### src/rtl/core/ccx_pkg.sv
// ---------------------------------------------------------------------------
// ccx_pkg
// Shared widths, constants and sequencer states for the cycle counter
// extend and split core.
// ---------------------------------------------------------------------------
`default_nettype none

package ccx_pkg;

    // counter and field widths
    localparam int CCX_COUNTER_WIDTH = 32;
    localparam int CCX_SAMPLE_W      = 32;
    localparam int CCX_WRAP_W        = 32;
    localparam int CCX_TOTAL_W       = 64;
    localparam int CCX_SEC_W         = 45;
    localparam int CCX_FRAC_W        = 10;
    localparam int CCX_FREQ_W        = 10;

    // divisor width: 1023 MHz in Hz stays below 2^30
    localparam int CCX_DIV_W         = 30;

    // conversion constants
    localparam int CCX_HZ_PER_MHZ    = 1000000;
    localparam int CCX_KHZ_PER_MHZ   = 1000;
    localparam int CCX_FRAC_LIMIT    = 1000;

    // step counter covers the longest division pass
    localparam int CCX_CNT_W         = $clog2(CCX_TOTAL_W);

    // sequencer states
    typedef enum logic [2:0] {
        ST_IDLE,
        ST_SEC,
        ST_MS_LOAD,
        ST_MS,
        ST_US_LOAD,
        ST_US,
        ST_OUT
    } t_ccx_state;

endpackage : ccx_pkg

`default_nettype wire

### src/rtl/core/ccx_sample_if.sv
// ---------------------------------------------------------------------------
// ccx_sample_if
// Input channel: one raw cycle counter sample per word.
// ---------------------------------------------------------------------------
`default_nettype none

interface ccx_sample_if import ccx_pkg::*; ();

    logic                    valid;
    logic                    ready;
    logic [CCX_SAMPLE_W-1:0] counter_sample;

    modport source (output valid, output counter_sample, input ready);
    modport sink   (input valid, input counter_sample, output ready);

endinterface : ccx_sample_if

`default_nettype wire

### src/rtl/core/ccx_result_if.sv
// ---------------------------------------------------------------------------
// ccx_result_if
// Output channel: extended cycle total and its split into time units.
// ---------------------------------------------------------------------------
`default_nettype none

interface ccx_result_if import ccx_pkg::*; ();

    logic                   valid;
    logic                   ready;
    logic [CCX_TOTAL_W-1:0] total_cycles;
    logic [CCX_SEC_W-1:0]   seconds;
    logic [CCX_FRAC_W-1:0]  milliseconds;
    logic [CCX_FRAC_W-1:0]  microseconds;
    logic                   wrapped;

    modport source (
        output valid, output total_cycles, output seconds,
        output milliseconds, output microseconds, output wrapped,
        input  ready
    );
    modport sink (
        input  valid, input total_cycles, input seconds,
        input  milliseconds, input microseconds, input wrapped,
        output ready
    );

endinterface : ccx_result_if

`default_nettype wire

### src/rtl/core/cycle_counter_extend_and_split_core.sv
// ---------------------------------------------------------------------------
// cycle_counter_extend_and_split_core
// Extends samples of a free-running cycle counter to 64 bits by counting
// wraps, then splits the total into seconds, milliseconds and microseconds
// with one shared restoring divider.
// ---------------------------------------------------------------------------
//
//  channel       dir  handshake      contents
//  ------------  ---  -------------  ------------------------------------------
//  i_sample_if   in   valid/ready    counter_sample
//  o_result_if   out  valid/ready    total_cycles, seconds, milliseconds,
//                                    microseconds, wrapped
//  i_cfg_we      in   write strobe   i_cfg_wdata = core clock in MHz
//
//  One word runs from accept through the divide steps for seconds, a load
//  and the divide steps for milliseconds, a load and the divide steps for
//  microseconds, and a hand-over to the output register. The single
//  subtract/compare unit of the divider means no new word is accepted
//  before that hand-over. With the clock frequency at zero a word is taken and dropped.
//  Reset is synchronous, active low; it clears the frequency, wrap count and
//  last sample. The output register holds its word while o_result_if.ready
//  is low, and the next word is accepted meanwhile; its result waits in the
//  divider until the output register frees.
// ---------------------------------------------------------------------------
`default_nettype none

module cycle_counter_extend_and_split_core import ccx_pkg::*; #(
    parameter int COUNTER_WIDTH = CCX_COUNTER_WIDTH
) (
    input  wire                  i_clk,
    input  wire                  i_rst_n,
    ccx_sample_if.sink           i_sample_if,
    ccx_result_if.source         o_result_if,
    input  wire                  i_cfg_we,
    input  wire [CCX_FREQ_W-1:0] i_cfg_wdata
);

    // control state
    t_ccx_state               r_state, n_state;
    logic [CCX_CNT_W-1:0]     r_cnt, n_cnt;
    logic [CCX_FREQ_W-1:0]    r_freq;
    logic [CCX_WRAP_W-1:0]    r_wrap, n_wrap;
    logic [COUNTER_WIDTH-1:0] r_last, n_last;
    logic                     r_out_valid, n_out_valid;

    // divider and payload
    logic [CCX_DIV_W-1:0]     r_rem, n_rem;
    logic [CCX_TOTAL_W-1:0]   r_quo, n_quo;
    logic [CCX_DIV_W-1:0]     r_div, n_div;
    logic [CCX_TOTAL_W-1:0]   r_total, n_total;
    logic                     r_wrapped, n_wrapped;
    logic [CCX_SEC_W-1:0]     r_seconds, n_seconds;
    logic [CCX_FRAC_W-1:0]    r_ms, n_ms;

    // output register
    logic [CCX_TOTAL_W-1:0]   r_o_total, n_o_total;
    logic [CCX_SEC_W-1:0]     r_o_seconds, n_o_seconds;
    logic [CCX_FRAC_W-1:0]    r_o_ms, n_o_ms;
    logic [CCX_FRAC_W-1:0]    r_o_us, n_o_us;
    logic                     r_o_wrapped, n_o_wrapped;

    // combinational helpers
    logic                     w_accept;
    logic [COUNTER_WIDTH-1:0] w_sample;
    logic                     w_wrap;
    logic [CCX_WRAP_W-1:0]    w_wrap_next;
    logic [CCX_TOTAL_W-1:0]   w_total;
    logic [CCX_DIV_W:0]       w_trial;
    logic                     w_fits;
    logic [CCX_DIV_W-1:0]     w_rem_step;
    logic [CCX_TOTAL_W-1:0]   w_quo_step;
    logic                     w_out_free;

    // handshake
    assign i_sample_if.ready = (r_state == ST_IDLE);
    assign w_accept          = i_sample_if.valid && (r_state == ST_IDLE);
    assign w_out_free        = !r_out_valid || o_result_if.ready;

    assign o_result_if.valid        = r_out_valid;
    assign o_result_if.total_cycles = r_o_total;
    assign o_result_if.seconds      = r_o_seconds;
    assign o_result_if.milliseconds = r_o_ms;
    assign o_result_if.microseconds = r_o_us;
    assign o_result_if.wrapped      = r_o_wrapped;

    // wrap detection and extended total
    assign w_sample    = i_sample_if.counter_sample[COUNTER_WIDTH-1:0];
    assign w_wrap      = (w_sample < r_last);
    assign w_wrap_next = r_wrap + CCX_WRAP_W'(w_wrap);
    assign w_total     = (CCX_TOTAL_W'(w_wrap_next) << COUNTER_WIDTH)
                       | CCX_TOTAL_W'(w_sample);

    // one restoring divide step: shift in next dividend bit, subtract if it fits
    assign w_trial    = {r_rem, r_quo[CCX_TOTAL_W-1]};
    assign w_fits     = (w_trial >= {1'b0, r_div});
    assign w_rem_step = w_fits ? CCX_DIV_W'(w_trial - {1'b0, r_div})
                               : w_trial[CCX_DIV_W-1:0];
    assign w_quo_step = {r_quo[CCX_TOTAL_W-2:0], w_fits};

    // sequencer: next state and datapath loads
    always_comb begin
        n_state     = r_state;
        n_cnt       = r_cnt;
        n_wrap      = r_wrap;
        n_last      = r_last;
        n_rem       = r_rem;
        n_quo       = r_quo;
        n_div       = r_div;
        n_total     = r_total;
        n_wrapped   = r_wrapped;
        n_seconds   = r_seconds;
        n_ms        = r_ms;
        n_o_total   = r_o_total;
        n_o_seconds = r_o_seconds;
        n_o_ms      = r_o_ms;
        n_o_us      = r_o_us;
        n_o_wrapped = r_o_wrapped;
        n_out_valid = r_out_valid && !o_result_if.ready;

        case (r_state)
            ST_IDLE: begin
                // words are dropped while the frequency is not set up
                if (w_accept && (r_freq != '0)) begin
                    n_wrap    = w_wrap_next;
                    n_last    = w_sample;
                    n_total   = w_total;
                    n_wrapped = w_wrap;
                    n_rem     = '0;
                    n_quo     = w_total;
                    n_div     = CCX_DIV_W'(r_freq) * CCX_DIV_W'(CCX_HZ_PER_MHZ);
                    n_cnt     = CCX_CNT_W'(CCX_TOTAL_W - 1);
                    n_state   = ST_SEC;
                end
            end
            ST_SEC: begin
                n_rem = w_rem_step;
                n_quo = w_quo_step;
                n_cnt = r_cnt - 1'b1;
                if (r_cnt == '0) begin
                    n_state = ST_MS_LOAD;
                end
            end
            ST_MS_LOAD: begin
                // quotient fits in ten bits, so the upper remainder bits seed the divider
                n_seconds = r_quo[CCX_SEC_W-1:0];
                n_rem     = r_rem >> CCX_FRAC_W;
                n_quo     = {r_rem[CCX_FRAC_W-1:0], {(CCX_TOTAL_W-CCX_FRAC_W){1'b0}}};
                n_div     = CCX_DIV_W'(r_freq) * CCX_DIV_W'(CCX_KHZ_PER_MHZ);
                n_cnt     = CCX_CNT_W'(CCX_FRAC_W - 1);
                n_state   = ST_MS;
            end
            ST_MS: begin
                n_rem = w_rem_step;
                n_quo = w_quo_step;
                n_cnt = r_cnt - 1'b1;
                if (r_cnt == '0) begin
                    n_state = ST_US_LOAD;
                end
            end
            ST_US_LOAD: begin
                n_ms    = r_quo[CCX_FRAC_W-1:0];
                n_rem   = r_rem >> CCX_FRAC_W;
                n_quo   = {r_rem[CCX_FRAC_W-1:0], {(CCX_TOTAL_W-CCX_FRAC_W){1'b0}}};
                n_div   = CCX_DIV_W'(r_freq);
                n_cnt   = CCX_CNT_W'(CCX_FRAC_W - 1);
                n_state = ST_US;
            end
            ST_US: begin
                n_rem = w_rem_step;
                n_quo = w_quo_step;
                n_cnt = r_cnt - 1'b1;
                if (r_cnt == '0) begin
                    n_state = ST_OUT;
                end
            end
            ST_OUT: begin
                // hand the word over once the output register is free
                if (w_out_free) begin
                    n_o_total   = r_total;
                    n_o_seconds = r_seconds;
                    n_o_ms      = r_ms;
                    n_o_us      = r_quo[CCX_FRAC_W-1:0];
                    n_o_wrapped = r_wrapped;
                    n_out_valid = 1'b1;
                    n_state     = ST_IDLE;
                end
            end
            default: begin
                n_state = ST_IDLE;
            end
        endcase
    end

    // control registers
    always_ff @(posedge i_clk) begin
        if (!i_rst_n) begin
            r_state     <= ST_IDLE;
            r_cnt       <= '0;
            r_freq      <= '0;
            r_wrap      <= '0;
            r_last      <= '0;
            r_out_valid <= 1'b0;
        end else begin
            r_state     <= n_state;
            r_cnt       <= n_cnt;
            r_wrap      <= n_wrap;
            r_last      <= n_last;
            r_out_valid <= n_out_valid;
            if (i_cfg_we) begin
                r_freq <= i_cfg_wdata;
            end
        end
    end

    // datapath and output registers
    always_ff @(posedge i_clk) begin
        r_rem       <= n_rem;
        r_quo       <= n_quo;
        r_div       <= n_div;
        r_total     <= n_total;
        r_wrapped   <= n_wrapped;
        r_seconds   <= n_seconds;
        r_ms        <= n_ms;
        r_o_total   <= n_o_total;
        r_o_seconds <= n_o_seconds;
        r_o_ms      <= n_o_ms;
        r_o_us      <= n_o_us;
        r_o_wrapped <= n_o_wrapped;
    end

    // divider partial remainder always stays below the divisor
    a_rem_below_div: assert property (@(posedge i_clk) disable iff (!i_rst_n)
        (r_state == ST_SEC || r_state == ST_MS || r_state == ST_US) |-> (r_rem < r_div))
        else $error("divider remainder not below divisor");

    // a new output word only comes from the hand-over state
    a_out_from_seq: assert property (@(posedge i_clk) disable iff (!i_rst_n)
        (r_out_valid && (!$past(r_out_valid) || $past(o_result_if.ready)))
        |-> $past(r_state == ST_OUT))
        else $error("output word loaded outside hand-over");

    // split fields stay within one thousand
    a_frac_range: assert property (@(posedge i_clk) disable iff (!i_rst_n)
        r_out_valid |-> (r_o_ms < CCX_FRAC_W'(CCX_FRAC_LIMIT))
                     && (r_o_us < CCX_FRAC_W'(CCX_FRAC_LIMIT)))
        else $error("millisecond or microsecond field out of range");

    // a dropped word leaves the wrap state untouched
    a_drop_keeps_state: assert property (@(posedge i_clk) disable iff (!i_rst_n)
        (w_accept && (r_freq == '0)) |=> (r_state == ST_IDLE) && $stable(r_wrap)
                                          && $stable(r_last))
        else $error("word taken while frequency unset changed state");

endmodule : cycle_counter_extend_and_split_core

`default_nettype wire
### src/flat_wrapper.sv
// flat-port wrapper written by rule: the top's interface ports become plain ports
module cycle_counter_extend_and_split_core_flat import ccx_pkg::*;
#(
    parameter int COUNTER_WIDTH = CCX_COUNTER_WIDTH
)
  (i_clk, i_rst_n, i_cfg_we, i_cfg_wdata, i_sample_if_valid, i_sample_if_counter_sample, i_sample_if_ready, o_result_if_valid, o_result_if_total_cycles, o_result_if_seconds, o_result_if_milliseconds, o_result_if_microseconds, o_result_if_wrapped, o_result_if_ready);
  ccx_sample_if i_sample_if_i ();
  ccx_result_if o_result_if_i ();
  input  wire i_clk;
  input  wire i_rst_n;
  input  wire i_cfg_we;
  input  wire [CCX_FREQ_W-1:0] i_cfg_wdata;
  input wire logic [$bits(i_sample_if_i.valid)-1:0] i_sample_if_valid;
  input wire logic [$bits(i_sample_if_i.counter_sample)-1:0] i_sample_if_counter_sample;
  output wire logic [$bits(i_sample_if_i.ready)-1:0] i_sample_if_ready;
  output wire logic [$bits(o_result_if_i.valid)-1:0] o_result_if_valid;
  output wire logic [$bits(o_result_if_i.total_cycles)-1:0] o_result_if_total_cycles;
  output wire logic [$bits(o_result_if_i.seconds)-1:0] o_result_if_seconds;
  output wire logic [$bits(o_result_if_i.milliseconds)-1:0] o_result_if_milliseconds;
  output wire logic [$bits(o_result_if_i.microseconds)-1:0] o_result_if_microseconds;
  output wire logic [$bits(o_result_if_i.wrapped)-1:0] o_result_if_wrapped;
  input wire logic [$bits(o_result_if_i.ready)-1:0] o_result_if_ready;
  assign i_sample_if_i.valid = i_sample_if_valid;
  assign i_sample_if_i.counter_sample = i_sample_if_counter_sample;
  assign i_sample_if_ready = i_sample_if_i.ready;
  assign o_result_if_valid = o_result_if_i.valid;
  assign o_result_if_total_cycles = o_result_if_i.total_cycles;
  assign o_result_if_seconds = o_result_if_i.seconds;
  assign o_result_if_milliseconds = o_result_if_i.milliseconds;
  assign o_result_if_microseconds = o_result_if_i.microseconds;
  assign o_result_if_wrapped = o_result_if_i.wrapped;
  assign o_result_if_i.ready = o_result_if_ready;
  cycle_counter_extend_and_split_core #(.COUNTER_WIDTH(COUNTER_WIDTH)) u_core (.i_clk(i_clk), .i_rst_n(i_rst_n), .i_sample_if(i_sample_if_i), .o_result_if(o_result_if_i), .i_cfg_we(i_cfg_we), .i_cfg_wdata(i_cfg_wdata));
endmodule
### config.mk
export PLATFORM = sky130hd
export DESIGN_NAME = cycle_counter_extend_and_split_core_flat
export DESIGN_NICKNAME = d
export VERILOG_FILES = /design/src/rtl/core/ccx_pkg.sv /design/src/rtl/core/ccx_sample_if.sv /design/src/rtl/core/ccx_result_if.sv /design/src/rtl/core/cycle_counter_extend_and_split_core.sv /design/src/flat_wrapper.sv
export SDC_FILE = /design/constraint.sdc
export NUM_CORES = 1
export LEC_CHECK = 0
export ABC_AREA = 1
export BUFFER_PORTS_ARGS = -buffer_cell sky130_fd_sc_hd__clkbuf_2
export CORE_ASPECT_RATIO = 0.75
export CORE_MARGIN = 10
export CORE_UTILIZATION = 55
export CTS_CLUSTER_SIZE = 16
export DETAILED_ROUTE_END_ITERATION = 16
export PLACE_DENSITY = 0.74
export REMOVE_ABC_BUFFERS = 1
export SLEW_MARGIN = 20
export SYNTH_ARGS = -nofsm -noshare
export SYNTH_HDL_FRONTEND = slang
export SYNTH_SLANG_ARGS = --single-unit
### constraint.sdc
create_clock -name i_clk -period 20.3 [get_ports i_clk]
set_clock_uncertainty 0.05 [all_clocks]
set_input_delay 1.015 -clock i_clk [delete_from_list [all_inputs] [get_ports i_clk]]
set_output_delay 1.015 -clock i_clk [all_outputs]
set_load 0.01 [all_outputs]
Word-level counts from Yosys, hierarchy flattened
Index checks and enable logic that the tools add are counted.

storage, ports and cells
  bits in registers = 458
  input port bits = 47

operators by class
  add/subtract/negate cells = 3
  bitwise operators = 1
  order comparisons = 2
  equality and inequality tests = 11
  reduce and logical (&&, ||, !) cells = 18
  multiply operators = 2
  multiplexer cells = 17

operators with widths
  operator                number
  $pmux 64 s3             1
  $pmux 30 s3             2
  $mux 30                 3
  $mux 64                 1
  $or 64x32->64           1
  $add 32x1->32           1
  $lt 32x32->1            1
  $ge 31x30->1            1
  $sub 30x30->30          1
  $mul 10x14->24 const B  1
  $pmux 3 s7              1
  $pmux 6 s3              1
  $mul 10x7->17 const B   1
  $mux 3                  5
  $ne 2x1->1 const B      5
  $reduce_bool 10->1      1
  $eq 3x3->1 const B      3
  $reduce_and 2->1        4
  $eq 3x2->1 const B      2
  $logic_not 6->1         1
  $mux 6                  1
  $reduce_bool 3->1       2
  $sub 6x1->6 const B     1
  $reduce_and 5->1        1
  8 further kinds         12

Logic depth before layout (Yosys ltp)
Gate-level depths: netlist (run 1).

  depth in word-level cells = 5
  mapped depth = 21
  gate-level depth less buffers = 21

Least setup slack after synthesis (run 1)
No wires, ideal clock.

  kind = input to register
  from = input o_result_if_ready
  to = register u_core.r_o_us[0], in the netlist u_core.o_result_if.microseconds[0], enable pin
  path buffers = 0
  cell stages on the path = 2
  data arrival time = 13.282 ns
  required time = 19.312 ns
  setup slack = 6.030 ns
  cell sequence = nor2_1 -> nor4_1

on the way
  word-level cells in the longest chain between the ends = 2

RTL lines
  element                     line                                        text
  from (decl)                 flat_wrapper.sv:22                          input wire logic [$bits(o_result_if_i.ready)-1:0] o_result_if_ready;
  $logic_or 1x1->1            cycle_counter_extend_and_split_core.sv:77   assign w_out_free = !r_out_valid || o_result_if.ready;
  $reduce_and 2->1 (no line)  n/a
  to (signal assigned)        cycle_counter_extend_and_split_core.sv:227  r_o_us <= n_o_us;
  to (decl)                   cycle_counter_extend_and_split_core.sv:59   logic [CCX_FRAC_W-1:0] r_o_us, n_o_us;

No other way between the ends.
A chain may end at the register's enable or synchronous reset.

Worst setup path after layout (run 1)
  from = register u_core.r_freq[1]
  to = register u_core.r_div[28], data pin

on the way
  word-level cells in the longest chain between the ends = 3

RTL lines
  element                 line                                        text
  from (decl)             cycle_counter_extend_and_split_core.sv:41   logic [CCX_FREQ_W-1:0] r_freq;
  from (signal assigned)  cycle_counter_extend_and_split_core.sv:210  r_freq <= i_cfg_wdata;
  $mul 10x14->24          cycle_counter_extend_and_split_core.sv:130  n_div = CCX_DIV_W'(r_freq) * CCX_DIV_W'(CCX_HZ_PER_MHZ);
  $mux 30                 cycle_counter_extend_and_split_core.sv:123  if (w_accept && (r_freq != '0)) begin
  $pmux 30 s3             cycle_counter_extend_and_split_core.sv:120  case (r_state)
  via u_core.n_div[28]    cycle_counter_extend_and_split_core.sv:49   logic [CCX_DIV_W-1:0] r_div, n_div;
  to (signal assigned)    cycle_counter_extend_and_split_core.sv:219  r_div <= n_div;
  to (decl)               cycle_counter_extend_and_split_core.sv:49

The timed path passes the listed nets, and every way through them passes these cells. The select of a mux whose other input is x is not followed.

==> impl_metrics.yaml, run 1 <==
timing:
  hold_viol: 0
  rsz0062_at_grt: "no"
  slew_headroom_pct: 35.5
  fin_crit_sh_pct: 26.0
  worst_slack_ns: 15.03
  fin_crit_ns: 5.27
  drv_slew: 0
  setup_violations: 0
  worstMarginPinSlew_ns: 0.962
  fin_tns_setup_ns: 0
  fmax_mhz: 190
final_layout:
  final_layout_size_suffix_gt1_share_pct: 11.5
  fin_nets: 2857
  area_growth_pct: 12.5
  final_cell_mix: "nand2_1 (488), inv_1 (391), edfxtp_1 (374)"
  fill_cells: 3503
  final_common_cell: "nand2_1"
  antenna_cells: 0
yosys:
  syn_area_um2: 24100
  synth_cell_types: 51
  ys_ff_latch: 458
  yosysSeqAreaShare_pct: 53.6
  synthCells: 2399
  async_flop_share_pct: 0
  synth-edff-count: 374
  ys.flop_type: "edfxtp_1"
  syn_area_per_cell_um2: 10.0
  yosysWarnings: 0
floorplan:
  die_h_um: 201
  core-area_um2: 43300
  row_count: 66
  start_util_pct: 55.6
  die_w_um: 262
  ios: 179
  die_area_um2: 52600
worst_setup_path:
  cpMaxStageDelayCell: "fa_1"
  cp_data_arrival_time_ns: 5.55
  cp.buffers_inverters: 4
  crit_required_ns: 20.57
  slowest_delay_ns: 0.63
  crit_path_max_fanout: 9
  reg2reg_slack_ns: 15.03
  end_kind: "flip-flop"
  crit_type: "reg -> reg"
  cpLargestDelayFamily: "adder cells"
  cp_cell_sequence: "inv_1 > fa_1 > inv_1 > ha_1 > fa_1 > inv_1 > fa_1 > fa_1 > inv_1 > ha_1 > nand2_1 > nor2_1 > nand4_1 > o21ai_0 > nand3_1 > a21oi_1 > nor2_1"
  start_kind: "flip-flop"
clocking:
  cts.sinks: 458
  clk_latency_ns: 0.59
  clock-root-buffer: "clkbuf_16"
  hold_buffers: 0
  cts_resized: 0
  cts_buffer_depth: 3
  cts_inserted_buffers: 44
  cts_tree: "yes"
  htree_levels: 2
  clk_pin_slew_ns: 0.06
  cts_setup_buffers: 0
pwr:
  peakVddDrop_v: 0.0000777
  sequentialPowerShare_pct: 36.9
  leakage_nw: 12.2
  p_int_mw: 2.49
  p_comb_share_pct: 42.8
  switching_power_mw: 1.77
  p_clk_share_pct: 20.3
  switching_share_pct: 41.5
  p_per_area_nw_per_um2: 157
global_route:
  grt_pass1_wl_mm: 96.0
  grt_pass1_vias: 16837
  grt_use_total_pct: 23.0
  grt_max_degree: 100
  grt_overflow: 0
  antenna_found_initial: 0
routing:
  dr.pass1.iters: 5
  routedWlPerCell_um: 19.3
  num_vias: 17541
  via_per_inst: 5.49
  drt_wl_total_mm: 61.5
  ant_nets: 0
  drt-initial-drc-count: 1554
  drc: 0
flow_run:
  drv_cap: 0
place:
  place.gp.congestion: 0.964
  placement.io_buffers: 178
  pre_cts_slack_ns: 15.09
  dp_hpwl_mm: 44.9
status:
  outcome: "completed"
hold_path:
  hp-class: "reg -> reg"
==> layer usage <==
layer / part of all wire (%) / track usage, %
met1: 47 / 34.3
met2: 43 / 34.0
met3: 8.5 / 4.39
met4: 1.8 / 5.28
met5: 0 / 0
==> synth_stat cells (4+ instances only) <==
library cell / n / area [um^2]
nor3_1: 21 / 105
nand2_1: 490 / 1840
nor2_1: 148 / 556
xnor2_1: 17 / 149
nor4_1: 4 / 25.0
ha_1: 178 / 2230
nand4_1: 20 / 125
edfxtp_1: 374 / 11200
clkbuf_1: 28 / 105
nand3_1: 113 / 566
a22o_1: 45 / 394
dfxtp_1: 84 / 1680
o21bai_1: 4 / 30.0
inv_1: 393 / 1480
o21a_1: 5 / 37.5
fa_1: 51 / 1020
o22ai_1: 5 / 31.3
o221ai_1: 4 / 35.0
o21ai_1: 15 / 75.1
xor2_1: 30 / 263
o21ai_0: 119 / 596
a21oi_1: 152 / 761
nor2_2: 10 / 62.6
o211ai_1: 6 / 45.0
nand3b_1: 11 / 82.6
nand2_2: 8 / 50.1
buf_2: 21 / 105
==> area by class of cell <==
| type | instances | area [um^2] | share of cell area (%) |
|---|---|---|---|
| clock buffers | 60 | 1220 | 4.51 |
| flip-flops and latches | 458 | 12900 | 47.7 |
| clock inverters | 21 | 299 | 1.10 |
| multi-input cells | 1491 | 9450 | 34.9 |
| repair buffers | 189 | 977 | 3.61 |
| inverters | 397 | 1490 | 5.51 |
| well taps | 578 | 723 | 2.67 |
==> registers in the layout (all words and copies together) (netlist names) <==
name and count:
u_core.o_result_if.total_cycles 64, u_core.r_quo 64, u_core.r_total 64, u_core.o_result_if.seconds 45, u_core.r_seconds 45, u_core.r_last 32, u_core.r_wrap 32, u_core.r_div 30
u_core.r_rem 30, u_core.o_result_if.microseconds 10, u_core.o_result_if.milliseconds 10, u_core.r_freq 10, u_core.r_ms 10, u_core.r_cnt 6, u_core.r_state 3, u_core.o_result_if.valid 1
u_core.o_result_if.wrapped 1, u_core.r_wrapped 1
==> per-stage QoR <==
stage	util, %	instance area (um^2)	std cells	total power [mW]	hold slack, ns
2_1_floorplan	-	23800	2346	2.81	0.350
3_3_place_gp	59.1	25600	3113	3.33	0.350
3_5_place_dp	59.1	25600	3113	3.36	0.355
4_1_cts	62.6	27100	3194	4.24	0.357
5_1_grt	62.6	27100	3194	4.56	0.369
6_report	62.6	27100	3194	4.26	0.358
==> path summary, 6_finish.rpt <==
kind	startpoint	end	cells past startpoint
hold / removal	u_core.r_seconds[39]$_DFFE_PP_	u_core.o_result_if.seconds[39]$_DFFE_PP_	0
hold reg to reg	u_core.r_seconds[39]$_DFFE_PP_	u_core.o_result_if.seconds[39]$_DFFE_PP_	0
setup / recovery	u_core.r_freq[1]$_SDFFE_PN0P_	u_core.r_div[28]$_DFFE_PP_	17
setup reg to reg	u_core.r_freq[1]$_SDFFE_PN0P_	u_core.r_div[28]$_DFFE_PP_	17
==> power by group through the flow <==
stage / combinational (mW) / sequential, mW / clock (mW)
after floorplan: 1.27 / 1.54 / 0
after global placement: 1.75 / 1.57 / 0
after detailed placement: 1.78 / 1.58 / 0
after CTS: 1.80 / 1.57 / 0.878
after global routing: 2.05 / 1.60 / 0.914
final: 1.82 / 1.57 / 0.863
==> cell families (layout without fill, tap and decap cells) <==
kind of cell / count (synthesis) / count (layout) / share of synthesized area [%]
XOR/XNOR: 49 / 49 / 1.84
AO/OA/AOI/OAI: 366 / 366 / 8.68
buffers and inverters: 450 / 667 / 7.23
flip-flops: 458 / 458 / 53.6
AND/OR/NAND/NOR: 847 / 847 / 15.1
adder cells (fa/ha/maj): 229 / 229 / 13.5
Power figures use the tool's default switching activity.
==> run 2: changes to the inputs <==
PLACE_DENSITY = 0.77   (was 0.74)
clock period = 4.3 ns   (was 20.3 ns; I/O delays follow)
==> run 2 against run 1 <==
  * The run now ends with setup timing left
  * Combinational power grew to 5.2 times the previous value
  * Sequential power rose to 4.7 times the previous value
  * Design area up 4.4%
  * Clock power rose to 4.5 times the previous value
  * Non-clock buffer count increased by 100
  * Hold slack worse by 0.30 ns
  * Sequential cell count did not move
  * Critical endpoint is now u_core.r_div[26]$_DFFE_PP_
  * Largest power group unchanged
==> impl_metrics.yaml, run 2 (synthesized netlist as in run 1, its figures left out) <==
hold_path:
  hp-start: "o_result_if_ready"
  hp-class: "in -> reg"
  hold-path-cell-count: 4
  whs_endpoint: "u_core.o_result_if.valid$_SDFF_PN0_"
worst_setup_path:
  cp_data_arrival_time_ns: 4.62
  reg2reg_from: "u_core.r_freq[3]$_SDFFE_PN0P_"
  crit_type: "reg -> reg"
  crit_required_ns: 4.57
  end_kind: "flip-flop"
  crit_path_max_fanout: 4
  reg2reg_slack_ns: -0.04
  r2r-end: "u_core.r_div[26]$_DFFE_PP_"
  start_kind: "flip-flop"
  r2r_cells: 19
clocking:
  clk_pin_slew_ns: 0.07
  cts_tree: "yes"
  clock-root-buffer: "clkbuf_16"
  cts_buffer_depth: 3
  cts.sinks: 458
  htree_levels: 2
  clk_latency_ns: 0.59
  cts_inserted_buffers: 44
final_layout:
  fin_nets: 2957
  final_util_pct: 65.3
  post-route-cell-area_um2: 28300
  area_growth_pct: 17.4
  final_common_cell: "nand2_1"
  final_cell_mix: "nand2_1 (479), inv_1 (386), edfxtp_1 (374)"
  final_layout_size_suffix_gt1_share_pct: 15.5
floorplan:
  die_area_um2: 52600
  core-area_um2: 43300
  die_h_um: 201
  start_util_pct: 55.6
  die_w_um: 262
  row_count: 66
  ios: 179
global_route:
  grt_overflow: 0
  antenna_found_initial: 3
  grt_use_total_pct: 23.5
  grt_max_degree: 131
  grt_pass1_vias: 17449
  grt_pass1_wl_mm: 98.0
routing:
  ant_nets: 0
  via_per_inst: 5.47
  met3_length_mm: 5.52
  wl_met1_mm: 29.1
  drt_wl_total_mm: 63.2
  dr.pass1.iters: 6
  dr_wl_met2_mm: 27.5
  top_layer: "met5"
  routedWlPerCell_um: 19.2
  drt-initial-drc-count: 1501
  drc: 0
  num_vias: 18025
timing:
  worst_slack_ns: -0.0433
  fin_tns_setup_ns: -0.0470
  fmax_mhz: 230
  hold_viol: 0
  setup_violations: 2
  fin_crit_sh_pct: 101
  fin_crit_ns: 4.34
  drv_slew: 0
  rsz0062_at_grt: "yes"
  slew_headroom_pct: 35.9
  holdWs_ns: 0.0563
  worstMarginPinSlew_ns: 0.955
pwr:
  p_per_area_nw_per_um2: 732
  leakage_nw: 12.6
  peakVddDrop_v: 0.000473
status:
  violations: "setup timing"
  outcome: "finished, violations left"
place:
  place.gp.congestion: 0.960
  place_area_um2: 25900
  placement.io_buffers: 178
  pre_cts_slack_ns: -0.473
  dp_hpwl_mm: 45.3
flow_run:
  drv_cap: 0
[run 2: changes by cell type in the layout (fill, tap and decap cells not counted), sizes merged, moves of 3 or more]
| cell | change |
|---|---|
| clkinvlp | +3 |
| clkinv | +4 |
| buf | +58 |
| dlygate4sd3 | +42 |
[run 2: layout make-up]
class                           instances  area [um^2]
Fill cell                            3376        15000
Sequential cell                       458        12900
Multi-Input combinational cell       1491         9810
Timing Repair Buffer                  289         1860
Inverter                              397         1500
Clock buffer                           58         1200
Tap cell                              578          723
Clock inverter                         24          254
Antenna cell                            1         2.50
[run 2: where the power goes]
part / internal [mW] / switching (mW) / leakage, nW
sequential: 6.71 / 0.685 / 4.25
clock: 2.23 / 1.67 / 0.703
combinational: 3.11 / 6.29 / 7.66
total: 12.1 / 8.64 / 12.6
[run 2: critical path, stage by stage, from the launching register on]
cell	delay, ns
dfxtp_2	0.33
inv_2	0.04
fa_1	0.57
inv_2	0.08
ha_4	0.22
fa_1	0.52
inv_2	0.05
fa_2	0.47
fa_1	0.54
inv_2	0.05
ha_4	0.26
a21oi_4	0.14
buf_6	0.12
nor2_4	0.03
nor2_4	0.12
nor2_1	0.05
nor3_1	0.16
o21ai_1	0.12
nor2_1	0.12
nor2_1	0.04
[run 2: worst max-delay path by stage]
stage / to / cells after the start / start
6_report: u_core.r_div[26]$_DFFE_PP_ / 19 / u_core.r_freq[3]$_SDFFE_PN0P_
5_1_grt: u_core.r_div[26]$_DFFE_PP_ / 19 / u_core.r_freq[3]$_SDFFE_PN0P_
4_1_cts: u_core.r_div[28]$_DFFE_PP_ / 19 / u_core.r_freq[4]$_SDFFE_PN0P_
3_5_place_dp: u_core.r_div[28]$_DFFE_PP_ / 17 / u_core.r_freq[1]$_SDFFE_PN0P_
3_3_place_gp: u_core.r_div[28]$_DFFE_PP_ / 17 / u_core.r_freq[1]$_SDFFE_PN0P_
2_1_floorplan: u_core.o_result_if.microseconds[0]$_DFFE_PP_ / 1 / u_core.r_state[0]$_SDFFE_PN0P_
[run 2: stage by stage]
step                      power, mW  cells
after floorplan                13.3   2346
after global placement         16.0   3162
after detailed placement       16.2   3162
after CTS                      20.3   3290
after global routing           22.1   3296
final                          20.7   3296
[run 2: metal layers]
metal / track usage, % / vias to the layer above
li1: - / 8611
met1: 35.3 / 8576
met2: 35.0 / 745
met3: 3.95 / 91
met4: 5.34 / 2
met5: 0 / -
[run 2: repair_timing]
item                                   CTS  global route
hold buffers                            42             0
setup buffers                            4             7
pin swaps                                7            41
setup endpoints to repair               12            19
endpoints found under the hold margin  103             0
gates resized for setup                 17            78
